## src/rtl/mlso_pkg.sv

```systemverilog
// ----------------------------------------------------------------------------
// mlso_pkg
// Shared types, constants and the format decode for the mip level size and
// offset unit.
// ----------------------------------------------------------------------------
`default_nettype none

package mlso_pkg;

  localparam int unsigned CLASS_W    = 3;
  localparam int unsigned DIM_W      = 16;
  localparam int unsigned LVL_W      = 5;
  localparam int unsigned BYTES_W    = 35;
  localparam int unsigned PROD_W     = 2 * DIM_W;
  localparam int unsigned MIN_W      = 6;
  localparam int unsigned MAX_LEVELS = 16;

  // Format class codes
  localparam logic [CLASS_W-1:0] FMT_RGBA32 = 3'd0;
  localparam logic [CLASS_W-1:0] FMT_RGB24  = 3'd1;
  localparam logic [CLASS_W-1:0] FMT_16BPP  = 3'd2;
  localparam logic [CLASS_W-1:0] FMT_8BPP   = 3'd3;
  localparam logic [CLASS_W-1:0] FMT_BC8    = 3'd4;
  localparam logic [CLASS_W-1:0] FMT_BC16   = 3'd5;
  localparam logic [CLASS_W-1:0] FMT_PVRTC2 = 3'd6;
  localparam logic [CLASS_W-1:0] FMT_PVRTC4 = 3'd7;

  // Block bytes are (1 << byte_shift) plus one more copy when triple is set.
  typedef struct packed {
    logic [1:0]       w_shift;
    logic [1:0]       h_shift;
    logic [2:0]       byte_shift;
    logic             triple;
    logic [MIN_W-1:0] min_size;
  } fmt_desc_t;

  typedef struct packed {
    fmt_desc_t        desc;
    logic [DIM_W-1:0] width;
    logic [DIM_W-1:0] height;
    logic [LVL_W-1:0] count;
  } item_t;

  function automatic fmt_desc_t decode_fmt(input logic [CLASS_W-1:0] fmt);
    fmt_desc_t d;
    d = '0;
    case (fmt)
      FMT_RGBA32: begin d.byte_shift = 3'd2; d.min_size = 6'd1; end
      FMT_RGB24:  begin d.byte_shift = 3'd1; d.triple = 1'b1; d.min_size = 6'd1; end
      FMT_16BPP:  begin d.byte_shift = 3'd1; d.min_size = 6'd1; end
      FMT_8BPP:   begin d.byte_shift = 3'd0; d.min_size = 6'd1; end
      FMT_BC8: begin
        d.w_shift = 2'd2; d.h_shift = 2'd2; d.byte_shift = 3'd3; d.min_size = 6'd8;
      end
      FMT_BC16: begin
        d.w_shift = 2'd2; d.h_shift = 2'd2; d.byte_shift = 3'd4; d.min_size = 6'd16;
      end
      FMT_PVRTC2: begin
        d.w_shift = 2'd3; d.h_shift = 2'd2; d.byte_shift = 3'd3; d.min_size = 6'd32;
      end
      FMT_PVRTC4: begin
        d.w_shift = 2'd2; d.h_shift = 2'd2; d.byte_shift = 3'd3; d.min_size = 6'd32;
      end
      default: begin d.byte_shift = 3'd0; d.min_size = 6'd1; end
    endcase
    return d;
  endfunction

endpackage

`default_nettype wire

```

## src/rtl/mlso_fifo.sv

```systemverilog
// ----------------------------------------------------------------------------
// mlso_fifo
// Two-entry queue of decoded requests between the front and the back.
// ----------------------------------------------------------------------------
`default_nettype none

module mlso_fifo (
  input  wire logic          clk_i,
  input  wire logic          rst_ni,
  input  wire logic          push_i,
  input  wire mlso_pkg::item_t push_data_i,
  output logic               full_o,
  input  wire logic          pop_i,
  output mlso_pkg::item_t    pop_data_o,
  output logic               empty_o
);

  mlso_pkg::item_t mem_q [2];
  logic            wr_ptr_q, wr_ptr_d;
  logic            rd_ptr_q, rd_ptr_d;
  logic [1:0]      cnt_q, cnt_d;
  logic            do_push, do_pop;

  assign full_o     = (cnt_q == 2'd2);
  assign empty_o    = (cnt_q == 2'd0);
  assign pop_data_o = mem_q[rd_ptr_q];
  assign do_push    = push_i && !full_o;
  assign do_pop     = pop_i && !empty_o;

  always_comb begin
    wr_ptr_d = do_push ? !wr_ptr_q : wr_ptr_q;
    rd_ptr_d = do_pop ? !rd_ptr_q : rd_ptr_q;
    cnt_d    = cnt_q + 2'(do_push) - 2'(do_pop);
  end

  always_ff @(posedge clk_i or negedge rst_ni) begin
    if (!rst_ni) begin
      wr_ptr_q <= 1'b0;
      rd_ptr_q <= 1'b0;
      cnt_q    <= 2'd0;
    end else begin
      wr_ptr_q <= wr_ptr_d;
      rd_ptr_q <= rd_ptr_d;
      cnt_q    <= cnt_d;
    end
  end

  always_ff @(posedge clk_i) begin
    if (do_push) begin
      mem_q[wr_ptr_q] <= push_data_i;
    end
  end

  cnt_range_a: assert property (@(posedge clk_i) disable iff (!rst_ni)
    cnt_q != 2'd3)
    else $error("queue count out of range");

  ptr_cnt_a: assert property (@(posedge clk_i) disable iff (!rst_ni)
    (cnt_q == 2'd0 || cnt_q == 2'd2) |-> (wr_ptr_q == rd_ptr_q))
    else $error("queue pointers disagree with count");

  no_push_full_a: assert property (@(posedge clk_i) disable iff (!rst_ni)
    (full_o && push_i && !do_pop) |=> (cnt_q == 2'd2))
    else $error("queue overflow");

endmodule

`default_nettype wire

```

## src/rtl/mlso_front.sv

```systemverilog
// ----------------------------------------------------------------------------
// mlso_front
// Accepts requests, decodes the format class, clamps the level count and
// queues the request for the back. Requests with no levels are dropped.
// ----------------------------------------------------------------------------
`default_nettype none

module mlso_front #(
  parameter int unsigned MAX_LEVELS = mlso_pkg::MAX_LEVELS
) (
  input  wire logic                          clk_i,
  input  wire logic                          rst_ni,
  input  wire logic                          in_valid_i,
  output logic                               in_stall_o,
  input  wire logic [mlso_pkg::CLASS_W-1:0]  format_class_i,
  input  wire logic [mlso_pkg::DIM_W-1:0]    base_width_i,
  input  wire logic [mlso_pkg::DIM_W-1:0]    base_height_i,
  input  wire logic [mlso_pkg::LVL_W-1:0]    level_count_i,
  output logic                               push_o,
  output mlso_pkg::item_t                    push_data_o,
  input  wire logic                          full_i
);

  localparam logic [mlso_pkg::LVL_W:0] MaxCnt = (mlso_pkg::LVL_W + 1)'(MAX_LEVELS);

  logic [mlso_pkg::LVL_W-1:0] cnt_clamped;

  always_comb begin
    if ({1'b0, level_count_i} > MaxCnt) begin
      cnt_clamped = MaxCnt[mlso_pkg::LVL_W-1:0];
    end else begin
      cnt_clamped = level_count_i;
    end
  end

  assign in_stall_o         = full_i;
  assign push_o             = in_valid_i && !full_i && (level_count_i != '0);
  assign push_data_o.desc   = mlso_pkg::decode_fmt(format_class_i);
  assign push_data_o.width  = base_width_i;
  assign push_data_o.height = base_height_i;
  assign push_data_o.count  = cnt_clamped;

  no_empty_push_a: assert property (@(posedge clk_i) disable iff (!rst_ni)
    push_o |-> (push_data_o.count != '0))
    else $error("queued request with no levels");

  clamp_a: assert property (@(posedge clk_i) disable iff (!rst_ni)
    push_o |-> ({1'b0, push_data_o.count} <= MaxCnt))
    else $error("level count above limit");

  stall_full_a: assert property (@(posedge clk_i) disable iff (!rst_ni)
    full_i |-> !push_o)
    else $error("push while queue full");

endmodule

`default_nettype wire

```

## src/rtl/mlso_back.sv

```systemverilog
// ----------------------------------------------------------------------------
// mlso_back
// Walks the mip levels of one request: a product stage forms the block count
// of each level, an output stage scales, clamps and accumulates it.
// ----------------------------------------------------------------------------
`default_nettype none

module mlso_back (
  input  wire logic                          clk_i,
  input  wire logic                          rst_ni,
  input  wire logic                          empty_i,
  input  wire mlso_pkg::item_t               pop_data_i,
  output logic                               pop_o,
  output logic                               out_valid_o,
  input  wire logic                          out_stall_i,
  output logic [mlso_pkg::BYTES_W-1:0]       level_offset_o,
  output logic [mlso_pkg::BYTES_W-1:0]       level_size_o,
  output logic [mlso_pkg::BYTES_W-1:0]       running_total_o,
  output logic                               is_last_o
);

  localparam int unsigned BW = mlso_pkg::BYTES_W;

  typedef logic [mlso_pkg::PROD_W-1:0] PROD_W_t;

  // level walker
  logic                        busy_q, busy_d;
  logic [mlso_pkg::DIM_W-1:0]  w_q, w_d, h_q, h_d;
  logic [mlso_pkg::LVL_W-1:0]  remain_q, remain_d;
  mlso_pkg::fmt_desc_t         desc_q, desc_d;

  // product stage
  logic                        p_valid_q, p_valid_d;
  logic                        p_last_q, p_last_d;
  logic [mlso_pkg::PROD_W-1:0] prod_q, prod_d;
  mlso_pkg::fmt_desc_t         p_desc_q, p_desc_d;

  // output stage
  logic                        out_valid_q, out_valid_d;
  logic                        out_last_q, out_last_d;
  logic [BW-1:0]               out_offset_q, out_offset_d;
  logic [BW-1:0]               out_size_q, out_size_d;
  logic [BW-1:0]               out_total_q, out_total_d;
  logic [BW-1:0]               total_q, total_d;

  logic                        adv, issue;
  logic [BW-1:0]               scaled, clamped;

  assign adv   = !out_valid_q || !out_stall_i;
  assign pop_o = !busy_q && !empty_i;
  assign issue = busy_q && adv;

  always_comb begin
    scaled = ({{(BW - mlso_pkg::PROD_W){1'b0}}, prod_q} << p_desc_q.byte_shift)
           + (p_desc_q.triple ? {{(BW - mlso_pkg::PROD_W){1'b0}}, prod_q} : '0);
    if (scaled < BW'(p_desc_q.min_size)) begin
      clamped = BW'(p_desc_q.min_size);
    end else begin
      clamped = scaled;
    end
  end

  always_comb begin
    busy_d   = busy_q;
    w_d      = w_q;
    h_d      = h_q;
    remain_d = remain_q;
    desc_d   = desc_q;
    if (pop_o) begin
      busy_d   = 1'b1;
      w_d      = pop_data_i.width;
      h_d      = pop_data_i.height;
      remain_d = pop_data_i.count;
      desc_d   = pop_data_i.desc;
    end else if (issue) begin
      w_d      = w_q >> 1;
      h_d      = h_q >> 1;
      remain_d = remain_q - (mlso_pkg::LVL_W)'(1);
      busy_d   = (remain_q != 1);
    end
  end

  always_comb begin
    p_valid_d = p_valid_q;
    p_last_d  = p_last_q;
    prod_d    = prod_q;
    p_desc_d  = p_desc_q;
    if (adv) begin
      p_valid_d = busy_q;
      p_last_d  = (remain_q == 1);
      prod_d    = PROD_W_t'(w_q >> desc_q.w_shift) * PROD_W_t'(h_q >> desc_q.h_shift);
      p_desc_d  = desc_q;
    end
  end

  always_comb begin
    out_valid_d  = out_valid_q;
    out_last_d   = out_last_q;
    out_offset_d = out_offset_q;
    out_size_d   = out_size_q;
    out_total_d  = out_total_q;
    total_d      = total_q;
    if (adv) begin
      out_valid_d = p_valid_q;
      if (p_valid_q) begin
        out_last_d   = p_last_q;
        out_offset_d = total_q;
        out_size_d   = clamped;
        out_total_d  = total_q + clamped;
        total_d      = p_last_q ? '0 : (total_q + clamped);
      end
    end
  end

  always_ff @(posedge clk_i or negedge rst_ni) begin
    if (!rst_ni) begin
      busy_q      <= 1'b0;
      remain_q    <= '0;
      p_valid_q   <= 1'b0;
      out_valid_q <= 1'b0;
      total_q     <= '0;
    end else begin
      busy_q      <= busy_d;
      remain_q    <= remain_d;
      p_valid_q   <= p_valid_d;
      out_valid_q <= out_valid_d;
      total_q     <= total_d;
    end
  end

  always_ff @(posedge clk_i) begin
    w_q          <= w_d;
    h_q          <= h_d;
    desc_q       <= desc_d;
    p_last_q     <= p_last_d;
    prod_q       <= prod_d;
    p_desc_q     <= p_desc_d;
    out_last_q   <= out_last_d;
    out_offset_q <= out_offset_d;
    out_size_q   <= out_size_d;
    out_total_q  <= out_total_d;
  end

  assign out_valid_o     = out_valid_q;
  assign level_offset_o  = out_offset_q;
  assign level_size_o    = out_size_q;
  assign running_total_o = out_total_q;
  assign is_last_o       = out_last_q;

  busy_remain_a: assert property (@(posedge clk_i) disable iff (!rst_ni)
    busy_q |-> (remain_q != '0))
    else $error("walker busy with no levels left");

  last_issue_a: assert property (@(posedge clk_i) disable iff (!rst_ni)
    (issue && remain_q == 1) |=> !busy_q)
    else $error("walker still busy after last level");

  total_sum_a: assert property (@(posedge clk_i) disable iff (!rst_ni)
    out_valid_q |-> (out_total_q == out_offset_q + out_size_q))
    else $error("running total does not match offset plus size");

  accum_a: assert property (@(posedge clk_i) disable iff (!rst_ni)
    (adv && p_valid_q) |=> (out_last_q ? (total_q == '0) : (total_q == out_total_q)))
    else $error("accumulator out of step with output");

endmodule

`default_nettype wire

```

## src/rtl/mip_level_size_offset_unit.sv

```systemverilog
// ----------------------------------------------------------------------------
// mip_level_size_offset_unit
// Byte layout of a texture mipmap chain: offset, size and running total of
// every level.
// ----------------------------------------------------------------------------
// Input channel: one request carries a format class, base width, base height
// and level count. It is taken when in_valid_i is high and in_stall_o low.
// A request with a level count of zero produces no result; counts above
// MAX_LEVELS are limited to MAX_LEVELS.
// Output channel: one result per level, level zero first, with is_last_o set
// on the final one. A result is taken when out_valid_o is high and
// out_stall_i low; while out_stall_i is high with a result pending, the
// output holds and the level walker and product stage freeze.
// The first result of a request leaves the output stage, after the queue,
// the level walker and the product stage registers.
// The level walker loads a request from the queue, then issues one level per
// cycle while the output is not stalled. A two-entry queue behind the
// format decoder takes further requests while the walker is busy.
// Reset empties the queue and all pipeline stages; no result is pending.
// ----------------------------------------------------------------------------
`default_nettype none

module mip_level_size_offset_unit #(
  parameter int unsigned MAX_LEVELS = mlso_pkg::MAX_LEVELS
) (
  input  wire logic                          clk_i,
  input  wire logic                          rst_ni,
  input  wire logic                          in_valid_i,
  output logic                               in_stall_o,
  input  wire logic [mlso_pkg::CLASS_W-1:0]  format_class_i,
  input  wire logic [mlso_pkg::DIM_W-1:0]    base_width_i,
  input  wire logic [mlso_pkg::DIM_W-1:0]    base_height_i,
  input  wire logic [mlso_pkg::LVL_W-1:0]    level_count_i,
  output logic                               out_valid_o,
  input  wire logic                          out_stall_i,
  output logic [mlso_pkg::BYTES_W-1:0]       level_offset_o,
  output logic [mlso_pkg::BYTES_W-1:0]       level_size_o,
  output logic [mlso_pkg::BYTES_W-1:0]       running_total_o,
  output logic                               is_last_o
);

  logic            push, full, pop, empty;
  mlso_pkg::item_t push_data, pop_data;

  mlso_front #(
    .MAX_LEVELS(MAX_LEVELS)
  ) u_front (
    .clk_i         (clk_i),
    .rst_ni        (rst_ni),
    .in_valid_i    (in_valid_i),
    .in_stall_o    (in_stall_o),
    .format_class_i(format_class_i),
    .base_width_i  (base_width_i),
    .base_height_i (base_height_i),
    .level_count_i (level_count_i),
    .push_o        (push),
    .push_data_o   (push_data),
    .full_i        (full)
  );

  mlso_fifo u_fifo (
    .clk_i      (clk_i),
    .rst_ni     (rst_ni),
    .push_i     (push),
    .push_data_i(push_data),
    .full_o     (full),
    .pop_i      (pop),
    .pop_data_o (pop_data),
    .empty_o    (empty)
  );

  mlso_back u_back (
    .clk_i          (clk_i),
    .rst_ni         (rst_ni),
    .empty_i        (empty),
    .pop_data_i     (pop_data),
    .pop_o          (pop),
    .out_valid_o    (out_valid_o),
    .out_stall_i    (out_stall_i),
    .level_offset_o (level_offset_o),
    .level_size_o   (level_size_o),
    .running_total_o(running_total_o),
    .is_last_o      (is_last_o)
  );

endmodule

`default_nettype wire

```

## config.mk

```make
export PLATFORM = sky130hd
export DESIGN_NAME = mip_level_size_offset_unit
export DESIGN_NICKNAME = d
export VERILOG_FILES = /design/src/rtl/mlso_pkg.sv /design/src/rtl/mlso_fifo.sv /design/src/rtl/mlso_front.sv /design/src/rtl/mlso_back.sv /design/src/rtl/mip_level_size_offset_unit.sv
export SDC_FILE = /design/constraint.sdc
export NUM_CORES = 1
export LEC_CHECK = 0
export BUFFER_PORTS_ARGS = -buffer_cell sky130_fd_sc_hd__buf_2
export CAP_MARGIN = 40
export CORE_ASPECT_RATIO = 0.5
export CORE_UTILIZATION = 45
export DETAILED_ROUTE_END_ITERATION = 10
export PLACE_DENSITY = 0.65
export SLEW_MARGIN = 10
export SYNTH_ARGS = -nofsm -noshare
export SYNTH_HDL_FRONTEND = slang
export SYNTH_SLANG_ARGS = --single-unit
```

## constraint.sdc

```tcl
create_clock -name clk_i -period 9.7 [get_ports clk_i]
set_input_delay 2.425 -clock clk_i [delete_from_list [all_inputs] [get_ports clk_i]]
set_output_delay 2.425 -clock clk_i [all_outputs]
set_load 0.1 [all_outputs]
```

Yosys cells after proc, flatten, opt, wreduce, memory -nomap -nowiden. Memory sizes are Yosys's and may differ from the RTL's. Cells that the tools add are included.

Reduce and logical (&&, ||, !) cells: 24. $mul: 1. Equality and inequality tests: 10. Shift operators: 3. Order comparisons: 2. Muxes and demuxes: 18. Add/subtract/negate cells: 5.

Operators with widths (number): $add A35 B35 Y35 (2); $mux W35 (2); $mux W16 (4); $shr A16 B2 Y32 (2); $lt A35 B6 Y1 (1); $shl A32 B3 Y35 (1); $mul A32 B32 Y32 (1); $mux W32 (1); $pmux W6 S4 (1); $mux W5 (3); $pmux W3 S5 (1); $eq A3 B3 Y1 const B (4); $pmux W4 S2 (1); $logic_not A1 Y1 (7); $eq A3 B2 Y1 const B (2); $logic_and A1 B1 Y1 (6); $reduce_or A3 Y1 (2); $eq A5 B1 Y1 const B (1); $gt A5 B5 Y1 const B (1); $mux W1 (5); $ne A5 B1 Y1 const B (1); $reduce_bool A5 Y1 (1); $sub A5 B1 Y5 const B (1); $reduce_or A2 Y1 (2); 10 further kinds (10).

Output and inout port bits: 108. Bits in registers: 242. Memories kept: 1. Bits in writable memories: 102.

Memories: u_fifo.mem_q (words 2, bits a word 51, rd ports 1, clocked after memory_dff 0, wr ports 1, line mlso_fifo.sv:18) `mlso_pkg::item_t mem_q [2];`.

Longest topological paths before layout. Gate-level depths: netlist of run 1.

Depth after elaboration: 7. Gate-level depth with buffers: 35. Gate-level depth less buffers: 32.

Modules after synthesis. Synthesis of run 1 repeated with hierarchy kept, for this count alone.

Cells, all modules: 2459. Area, all modules: 27441.3 um2.

By module, submodules not included: mlso_back (cells each 2221, times used 1, area an instance 22858.2 um2); mlso_fifo (cells each 177, times used 1, area an instance 4132.7 um2); mlso_front (cells each 61, times used 1, area an instance 450.4 um2).

Least setup slack after synthesis of run 1. No wires, ideal clock.

Path kind: register to register. Start: register u_back.p_desc_q[7] (netlist name). End: register u_back.total_q[34]. Library setup time: 0.121 ns. Path buffers: 3. Arrival time: 8.454 ns. Stages on the path, launching flop included: 35. Setup slack: 1.125 ns. Cell sequence: edfxtp_1 -> clkbuf_1 -> clkbuf_1 -> clkbuf_1 -> mux2_2 -> o21ai_0 -> o22ai_1 -> ha_1 -> and2_1 -> nor2_1 -> o21ai_0 -> xor2_1 -> ha_1 -> a21oi_1 -> o21ai_0 -> or3_1 -> or4_1 -> or3_1 -> or4_1 -> nor4_2 -> nand4b_2 -> mux2_2 -> ha_1 -> fa_1 -> a21oi_1 -> o21ai_0 -> nand2_1 -> a31oi_1 -> a2111oi_0 -> o311a_1 -> nor2b_1 -> a2111oi_0 -> o31ai_1 -> xnor2_1 -> a22o_1.

Cells in the longest elaborated chain, start to end: 6.

Ends and longest elaborated chain: start, declared (line mlso_back.sv:36) `mlso_pkg::fmt_desc_t p_desc_q, p_desc_d;`; start signal, assigned (line mlso_back.sv:137) `p_desc_q <= p_desc_d;`; $shl A32 B3 Y35 (*) (line mlso_back.sv:54) `scaled = ({{(BW - mlso_pkg::PROD_W){1'b0}}, prod_q} << p_desc_q.byte_shift)`; $add A35 B35 Y35 (*) (line mlso_back.sv:55) `+ (p_desc_q.triple ? {{(BW - mlso_pkg::PROD_W){1'b0}}, prod_q} : '0);`; $lt A35 B6 Y1 (line mlso_back.sv:56) `if (scaled < BW'(p_desc_q.min_size)) begin`; $mux W35 (*) (line mlso_back.sv:56); via u_back.clamped[0] (line mlso_back.sv:47) `logic [BW-1:0] scaled, clamped;`; $add A35 B35 Y35 (*) (line mlso_back.sv:110) `total_d = p_last_q ? '0 : (total_q + clamped);`; $mux W35 (*) (line mlso_back.sv:110); end signal, assigned (line mlso_back.sv:127) `total_q <= total_d;`; end, declared (line mlso_back.sv:44) `logic [BW-1:0] total_q, total_d;`.

Mark *: on every way through the listed nets, which the timed path passes. The rest lies on a longest branch. A chain may end at the register's enable or synchronous reset.

Worst setup path in the final report of run 1.
Start: register u_back.p_desc_q[8] (netlist name). End: register u_back.total_q[34].

Same word-level chain as after synthesis.

==> impl_metrics.yaml, run 1 <==
grt:
  use_met1: 0.290
  grt_most_used_layer: "met2"
  grt_overflow_total: 0
  grt_max_degree: 69
  grtUsageTotal: 0.202
  antenna_found_initial: 0
  grt_util_met2: 0.326
  grt_pass1_vias: 17500
  grtUsageMet3: 0.0266
  grt_pass1_wl_mm: 94.6
clock_tree:
  cts.repair.resized: 0
  root_buffer: "clkbuf_16"
  cts_tree: "done"
  clk_pin_slew_ns: 0.07
  h-tree-depth: 1
  insertion_delay_ns: 0.63
  clk_path_buf_depth: 3
  post-cts-setup-buffer-count: 0
  holdBufCountCts: 0
  cts_buffers: 31
  clock-sinks: 330
die:
  fp.dieW_um: 343
  die-area_um2: 59100
  boundaryPins: 152
  core-area_um2: 57400
  die_h_um: 172
  placementRows: 62
  start_util: 0.455
finish:
  nets: 3029
  drive_above_1_share: 0.129
  antenna-diode-count: 0
  areaGrowthSynthToFinish_pct: 10.2
route:
  ant_nets: 0
  wirelength_mm: 59.9
  first_iter_violations: 951
  via_per_inst: 5.33
  wl_per_cell_um: 17.9
  route.vias.total: 17800
  drtPass1Iterations: 5
  drc: 0
synth:
  async_flop_share: 0.142
  yosysTopAreaCell: "edfxtp_1"
  seq_area_frac_synth: 0.370
  synth_top_area_share: 0.325
  yosys_register_bits: 330
  syn_area_um2: 26100
  synthCells: 2418
  yosysWarnings: 0
  synthMostInstantiatedCell: "inv_1"
  synthFlopType: "edfxtp_1"
  syn-num-nets: 2903
  synth-edff-count: 283
  yosys.cell_types.count: 69
  ys_top_cells_by_count: "inv_1, edfxtp_1, nand2_1"
  synth_area_per_cell_um2: 10.8
  synth_area_leaders: "edfxtp_1, fa_1, ha_1"
sta:
  worst_pin_slew_ns: 0.909
  min_period_ns: 8.98
  fin_skew_ns: 0.0531
  hold_viol: 0
  hold_ws_ns: 0.384
  fin_setup_tns_ns: 0
  grt_setup_unrepaired: "false"
  fin_crit_sh: 0.926
  timing.fmax_mhz: 111
  setup_viol: 0
  drv_slew: 0
  relSlewSlack: 0.376
worst_setup_path:
  critPathArrivalTime_ns: 9.50
  crit_family: "compound AO/OA/AOI/OAI gates"
  cp.required_ns: 10.21
  max_stage_delay_ns: 0.70
  crit_path_max_fanout: 20
  path_buf_inv: 2
  critPathSlowestCell: "edfxtp_1"
  start_kind: "flop"
  worstSetupPathType: "flop to flop"
  end_kind: "flop"
hold_path:
  hp-class: "flop to flop"
placement:
  dp_hpwl_mm: 47.1
  io_buffers: 151
  place.gp.congestion: 0.910
flow_run:
  drv_cap: 0
outcome:
  status: "finished, final reports clean"
through the flow:
step / setup slack [ns] / instance area (µm²) / std cells / util
2_1_floorplan: 1.13 / 26100 / 2418 / -
3_3_place_gp: 0.641 / 27800 / 3277 / 0.484
3_5_place_dp: 0.652 / 27800 / 3279 / 0.485
4_1_cts: 0.662 / 28800 / 3335 / 0.502
5_1_grt: 0.160 / 28800 / 3335 / 0.502
6_report: 0.718 / 28800 / 3335 / 0.502
layer usage:
metal	vias to the layer above	routed length (µm)
li1	8528	-
met3	72	2600
met1	8785	29000
met2	405	27200
met4	0	1070
met5	-	0
registers in the layout, indices dropped and copies added (netlist names):
name and flops:
u_back.is_last_o 1, u_back.prod_q 32, u_back.desc_q 10, u_back.level_offset_o 35, u_fifo.mem_q 94, u_back.running_total_o 35
u_fifo.wr_ptr_q 1, u_back.h_q 16, u_back.p_desc_q 8, u_back.p_last_q 1, u_fifo.rd_ptr_q 1, u_back.total_q 35
u_back.w_q 16, u_back.busy_q 1, u_back.level_size_o 35, u_back.out_valid_o 1, u_fifo.cnt_q 2, u_back.p_valid_q 1
u_back.remain_q 5
placed cells by master, fill, tap and decap left out, types with 7 or more instances in the layout:
master and instances:
buf_4 32, a211oi_1 13, nand2_1 269, xor2_1 39, fa_1 195, nor2_1 120, dfrtp_1 46, o21bai_1 17
nor2b_1 34, a22o_1 29, o21ai_0 88, and3_1 8, buf_2 151, mux2_2 52, ha_1 246, mux2i_1 82
or3_1 12, nand2b_1 18, a21o_1 33, clkbuf_16 31, nand4_1 9, clkbuf_1 7, xnor2_1 55, a31oi_1 10
o21a_1 21, nand3_1 20, inv_1 308, and2_1 84, edfxtp_1 283, mux4_2 16, a21oi_1 94, nor3_1 26
final timing paths:
path | startpoint | endpoint | slack [ns] | cells past startpoint
setup / recovery | u_back.p_desc_q[8] | u_back.total_q[34] | 0.72 | 28
hold / removal | u_back.desc_q[4] | u_back.p_desc_q[4] | 0.38 | 0
setup reg to reg | u_back.p_desc_q[8] | u_back.total_q[34] | 0.72 | 28
hold reg to reg | u_back.desc_q[4] | u_back.p_desc_q[4] | 0.38 | 0
max in group asynchronous | rst_ni | u_fifo.rd_ptr_q | 7.28 | 2
min in group asynchronous | rst_ni | u_back.total_q[34] | 1.90 | 2
worst register-to-register path, delay by kind of cell, from the launching register on:
| kind | cells | cell delay [ns] |
|---|---|---|
| AO/OA/AOI/OAI | 13 | 3.64 |
| XOR/XNOR | 2 | 0.31 |
| adder cells (fa/ha/maj) | 3 | 1.08 |
| buffers and inverters | 2 | 0.61 |
| flip-flops | 1 | 0.70 |
| multiplexers | 2 | 0.93 |
| AND/OR/NAND/NOR | 6 | 1.67 |
final cells by class:
class	instances	area [µm²]
tap	768	961
clock buffer	41	843
clock inverter	15	144
timing repair buffer	186	1060
fill	5177	28600
multi-input combinational	1684	15000
sequential	330	9680
inverter	311	1170
cell families (layout without fill, tap and decap cells):
kind of cell / Yosys count / count (layout) / share of synthesized area
AND/OR/NAND/NOR: 631 / 631 / 0.113
adder cells (fa/ha/maj): 441 / 441 / 0.267
buffers and inverters: 404 / 553 / 0.0583
AO/OA/AOI/OAI: 365 / 365 / 0.0912
flip-flops: 330 / 330 / 0.370
multiplexers: 153 / 153 / 0.0688
XOR/XNOR: 94 / 94 / 0.0315
Power of run 1 is not shown: default switching activity piles up to over one toggle a cycle in this logic, so the estimate is an artifact.
==> inputs of run 2 (changes only) <==
--- a/config.mk
+++ b/config.mk
@@ -8,9 +8,11 @@
 export BUFFER_PORTS_ARGS = -buffer_cell sky130_fd_sc_hd__buf_2
 export CAP_MARGIN = 40
 export CORE_ASPECT_RATIO = 0.5
-export CORE_UTILIZATION = 45
+export CORE_UTILIZATION = 63
 export DETAILED_ROUTE_END_ITERATION = 10
-export PLACE_DENSITY = 0.65
+export GPL_ROUTABILITY_DRIVEN = 1
+export MAX_ROUTING_LAYER = met4
+export PLACE_DENSITY = 0.85
 export SLEW_MARGIN = 10
 export SYNTH_ARGS = -nofsm -noshare
 export SYNTH_HDL_FRONTEND = slang
==> run 2 against run 1 <==
Compared with the run above:
- clock skew fell by 0.014 ns
- global-route usage is 8.8 points higher
- critical path depth rose by 1
- via count increased by 2.4%
- setup slack improved by 0.097 ns
- design area is 1.1% lower
- critical path type unchanged
- highest routed layer unchanged
==> impl_metrics.yaml, run 2 (synthesis gave the netlist of run 1 again) <==
die:
  core-area_um2: 40700
  die_h_um: 146
  placementRows: 52
  fp.dieW_um: 290
  boundaryPins: 152
  die-area_um2: 42400
  start_util: 0.643
grt:
  grt_pass1_wl_mm: 95.3
  grt_overflow_total: 0
  grt_pass1_vias: 18500
  antenna_found_initial: 0
  grt_max_degree: 69
  grtUsageTotal: 0.290
clock_tree:
  root_buffer: "clkbuf_16"
  clk_path_buf_depth: 3
  clk_pin_slew_ns: 0.07
  post-cts-setup-buffer-count: 0
  clock-sinks: 330
  cts.repair.resized: 0
  insertion_delay_ns: 0.60
  cts_tree: "done"
  h-tree-depth: 1
  cts_buffers: 29
  holdBufCountCts: 0
finish:
  layout_common_cells: "inv_1, edfxtp_1, nand2_1"
  final_core_util: 0.701
  drive_above_1_share: 0.128
  fin_cells: 3104
  nets: 3026
  largest_reg_flops: 94
  top_register: "u_fifo.mem_q"
  final_common_cell: "inv_1"
  areaGrowthSynthToFinish_pct: 9.06
  antenna-diode-count: 0
sta:
  worst_pin_slew_ns: 0.849
  grt_setup_unrepaired: "false"
  timing.fmax_mhz: 113
  setup_viol: 0
  fin_skew_ns: 0.0387
  hold_viol: 0
  min_period_ns: 8.88
  fin_setup_tns_ns: 0
  drv_slew: 0
  relSlewSlack: 0.418
  fin_crit_sh: 0.916
route:
  drtPass1Iterations: 5
  first_iter_violations: 1218
  wirelength_mm: 58.7
  via_per_inst: 5.87
  drc: 0
  route.vias.total: 18200
  ant_nets: 0
  wl_per_cell_um: 18.9
outcome:
  status: "finished, final reports clean"
worst_setup_path:
  critPathSlowestCell: "edfxtp_1"
  start_kind: "flop"
  crit_path_max_fanout: 31
  end_kind: "flop"
  critPathArrivalTime_ns: 9.37
  cp.required_ns: 10.19
  worstSetupPathType: "flop to flop"
  max_stage_delay_ns: 0.68
flow_run:
  drv_cap: 0
placement:
  dp_hpwl_mm: 45.2
  io_buffers: 151
  place.gp.congestion: 0.976
  dp_cells: 3050
hold_path:
  hp-class: "flop to flop"
[run 2: changes by cell type in the layout (fill, tap and decap cells not counted), moves of 2 or more]
cell	change
clkbuf_1	-6
clkbuf_8	-3
clkinv_1	+3
bufinv_16	+2
clkbuf_16	-2
clkinv_8	+2
mux2i_1	+2
mux2i_2	-2
[run 2: routing by layer]
metal / vias to the layer above / track usage / wire length [µm]
met5: - / - / 0
met4: 0 / 0.0795 / 1530
met3: 132 / 0.0481 / 4240
met2: 684 / 0.469 / 27900
met1: 8895 / 0.382 / 25100
li1: 8508 / - / -
[run 2: worst paths after layout]
kind	slack, ns	endpoint	startpoint	cells after the start
max	0.82	u_back.total_q[34]	u_back.p_desc_q[8]	29
min	0.40	u_back.p_desc_q[9]	u_back.desc_q[9]	0
max reg2reg	0.82	u_back.total_q[34]	u_back.p_desc_q[8]	29
min reg2reg	0.40	u_back.p_desc_q[9]	u_back.desc_q[9]	0
max in group asynchronous	7.23	u_fifo.rd_ptr_q	rst_ni	2
min in group asynchronous	1.95	u_back.total_q[33]	rst_ni	2
[run 2: layout make-up]
cell class	instances	area, µm²
clock buffers	30	729
clock inverters	24	267
fillers	2836	12200
inverters	311	1170
multi-input cells	1684	15000
flip-flops and latches	330	9680
well taps	540	676
repair buffers	185	1040
[run 2: per-stage QoR]
step           hold WS [ns]  instance area [µm²]  setup slack (ns)
6_report              0.396                28500             0.815
5_1_grt               0.407                28500             0.170
4_1_cts               0.389                28500             0.850
3_5_place_dp          0.405                27500             0.862
3_3_place_gp          0.401                27500              1.02
2_1_floorplan         0.400                26100              1.13
[run 2: critical path: cells and delay by family, from the launching register on]
family / cells / cell delay [ns]
compound gates: 13 / 3.34
buf+inv: 3 / 0.81
xor+xnor: 2 / 0.29
mux: 2 / 0.92
simple gates: 6 / 1.71
fa+ha+maj: 3 / 1.05
flops: 1 / 0.68
Power of run 2 is left out for the same reason.
==> inputs of run 3 (changes only) <==
--- a/config.mk
+++ b/config.mk
@@ -8,11 +8,11 @@
 export BUFFER_PORTS_ARGS = -buffer_cell sky130_fd_sc_hd__buf_2
 export CAP_MARGIN = 40
 export CORE_ASPECT_RATIO = 0.5
-export CORE_UTILIZATION = 63
+export CORE_UTILIZATION = 50
 export DETAILED_ROUTE_END_ITERATION = 10
 export GPL_ROUTABILITY_DRIVEN = 1
 export MAX_ROUTING_LAYER = met4
-export PLACE_DENSITY = 0.85
+export PLACE_DENSITY = 0.7
 export SLEW_MARGIN = 10
 export SYNTH_ARGS = -nofsm -noshare
 export SYNTH_HDL_FRONTEND = slang
==> run 3 against run 2 <==
Compared with the run above:
- design area rose by 0.98%
- highest routed layer unchanged
- global-route usage fell by 6.0 points
- setup slack got worse by 0.12 ns
- wire length rose by 0.59%
- non-clock buffer count rose by 9
- largest cell class unchanged
==> impl_metrics.yaml, run 3 (synthesis gave the netlist of run 1 again) <==
outcome:
  status: "finished, final reports clean"
route:
  route.vias.total: 17800
  ant_nets: 0
  wl_per_cell_um: 18.1
  wirelength_mm: 59.1
  via_per_inst: 5.44
  drc: 0
  drtPass1Iterations: 5
  first_iter_violations: 1122
sta:
  fin_crit_sh: 0.928
  hold_viol: 0
  min_period_ns: 9.01
  relSlewSlack: 0.451
  setup_viol: 0
  grt_setup_unrepaired: "false"
  layout_setup_ws_ns: 0.694
  worst_pin_slew_ns: 0.800
  timing.fmax_mhz: 111
  fin_setup_tns_ns: 0
  drv_slew: 0
  fin_skew_ns: 0.0415
worst_setup_path:
  rr_worst_depth: 31
  r2r-end: "u_back.total_q[34]"
  cp.required_ns: 10.20
  crit_path_max_fanout: 8
  start_kind: "flop"
  r2r_start: "u_back.p_desc_q[7]"
  end_kind: "flop"
  critPathArrivalTime_ns: 9.51
  critPathSlowestCell: "a2111oi_1"
  r2r_setup_slack_ns: 0.69
  worstSetupPathType: "flop to flop"
  max_stage_delay_ns: 0.64
hold_path:
  whs_path_depth: 0
  hp-class: "flop to flop"
  hold_path_startpoint: "u_back.desc_q[5]"
  min_to: "u_back.p_desc_q[5]"
grt:
  grt_pass1_vias: 17600
  grt_overflow_total: 0
  grt_max_degree: 69
  antenna_found_initial: 0
  grtUsageTotal: 0.230
  grt_pass1_wl_mm: 94.5
clock_tree:
  clk_pin_slew_ns: 0.07
  insertion_delay_ns: 0.62
  clock-sinks: 330
  cts_buffers: 30
  root_buffer: "clkbuf_16"
  h-tree-depth: 1
  clk_path_buf_depth: 3
  cts_tree: "done"
  holdBufCountCts: 0
placement:
  place_ws_ns: 0.503
  place.gp.congestion: 0.929
  dp_hpwl_mm: 46.8
  dp_cells: 3202
  io_buffers: 151
die:
  core-area_um2: 50900
  die-area_um2: 53300
  fp.dieW_um: 325
  placementRows: 58
  boundaryPins: 152
  die_h_um: 164
  start_util: 0.513
finish:
  final_common_cell: "inv_1"
  largest_reg_flops: 94
  final_core_util: 0.565
  antenna-diode-count: 0
  nets: 3036
  areaGrowthSynthToFinish_pct: 10.1
  fillers: 4314
  top_register: "u_fifo.mem_q"
  fin_cells: 3265
  drive_above_1_share: 0.132
  layout_common_cells: "inv_1, edfxtp_1, nand2_1"
flow_run:
  drv_cap: 0
run 3: how the worst max path moves through the flow:
stage	start	end	slack [ns]	cells past startpoint
detailed placement	u_back.p_desc_q[7]	u_back.total_q[34]	0.50	28
finish	u_back.p_desc_q[7]	u_back.total_q[34]	0.69	31
CTS	u_back.p_desc_q[7]	u_back.total_q[34]	0.46	28
floorplan	u_back.p_desc_q[7]	u_back.total_q[34]	1.13	34
global route	u_back.p_desc_q[7]	u_back.total_q[34]	0.14	32
global placement	u_back.p_desc_q[7]	u_back.total_q[34]	0.55	29
run 3: timing repair:
action                                  4_1_cts  5_1_grt
buffers inserted                              0        7
hold endpoints to repair                      0        0
endpoints found under the setup margin        0        5
resized for setup                             0        1
run 3: cell type report:
cell class	count	area [µm²]	share of cell area
Multi-Input combinational cell	1684	15000	0.520
Sequential cell	330	9680	0.336
Inverter	311	1170	0.0406
Timing Repair Buffer	194	1110	0.0384
Tap cell	690	863	0.0300
Clock buffer	31	754	0.0262
Clock inverter	25	258	0.00895
run 3: stage by stage:
| stage | instance area [µm²] | hold slack [ns] |
|---|---|---|
| after global placement | 27700 | 0.402 |
| after CTS | 28700 | 0.424 |
| after detailed placement | 27700 | 0.407 |
| final | 28800 | 0.422 |
| after floorplan | 26100 | 0.400 |
| after global routing | 28800 | 0.430 |
run 3: critical path: cells and delay by family, from the launching register on:
kind	cells	cell delay (ns)
AOI/OAI and AO/OA	13	3.36
and+or+nand+nor	9	2.73
buffers and inverters	1	0.20
xor gates and xnor gates	2	0.39
muxes	2	0.51
DFF	1	0.50
adders and majority gates	4	1.21
run 3: metal layers:
layer | global-route usage | wire length [µm]
met3 | 0.0374 | 3160
met4 | 0.0467 | 1110
met5 | - | 0
met2 | 0.356 | 26500
met1 | 0.322 | 28300
Power of run 3 is left out for the same reason.
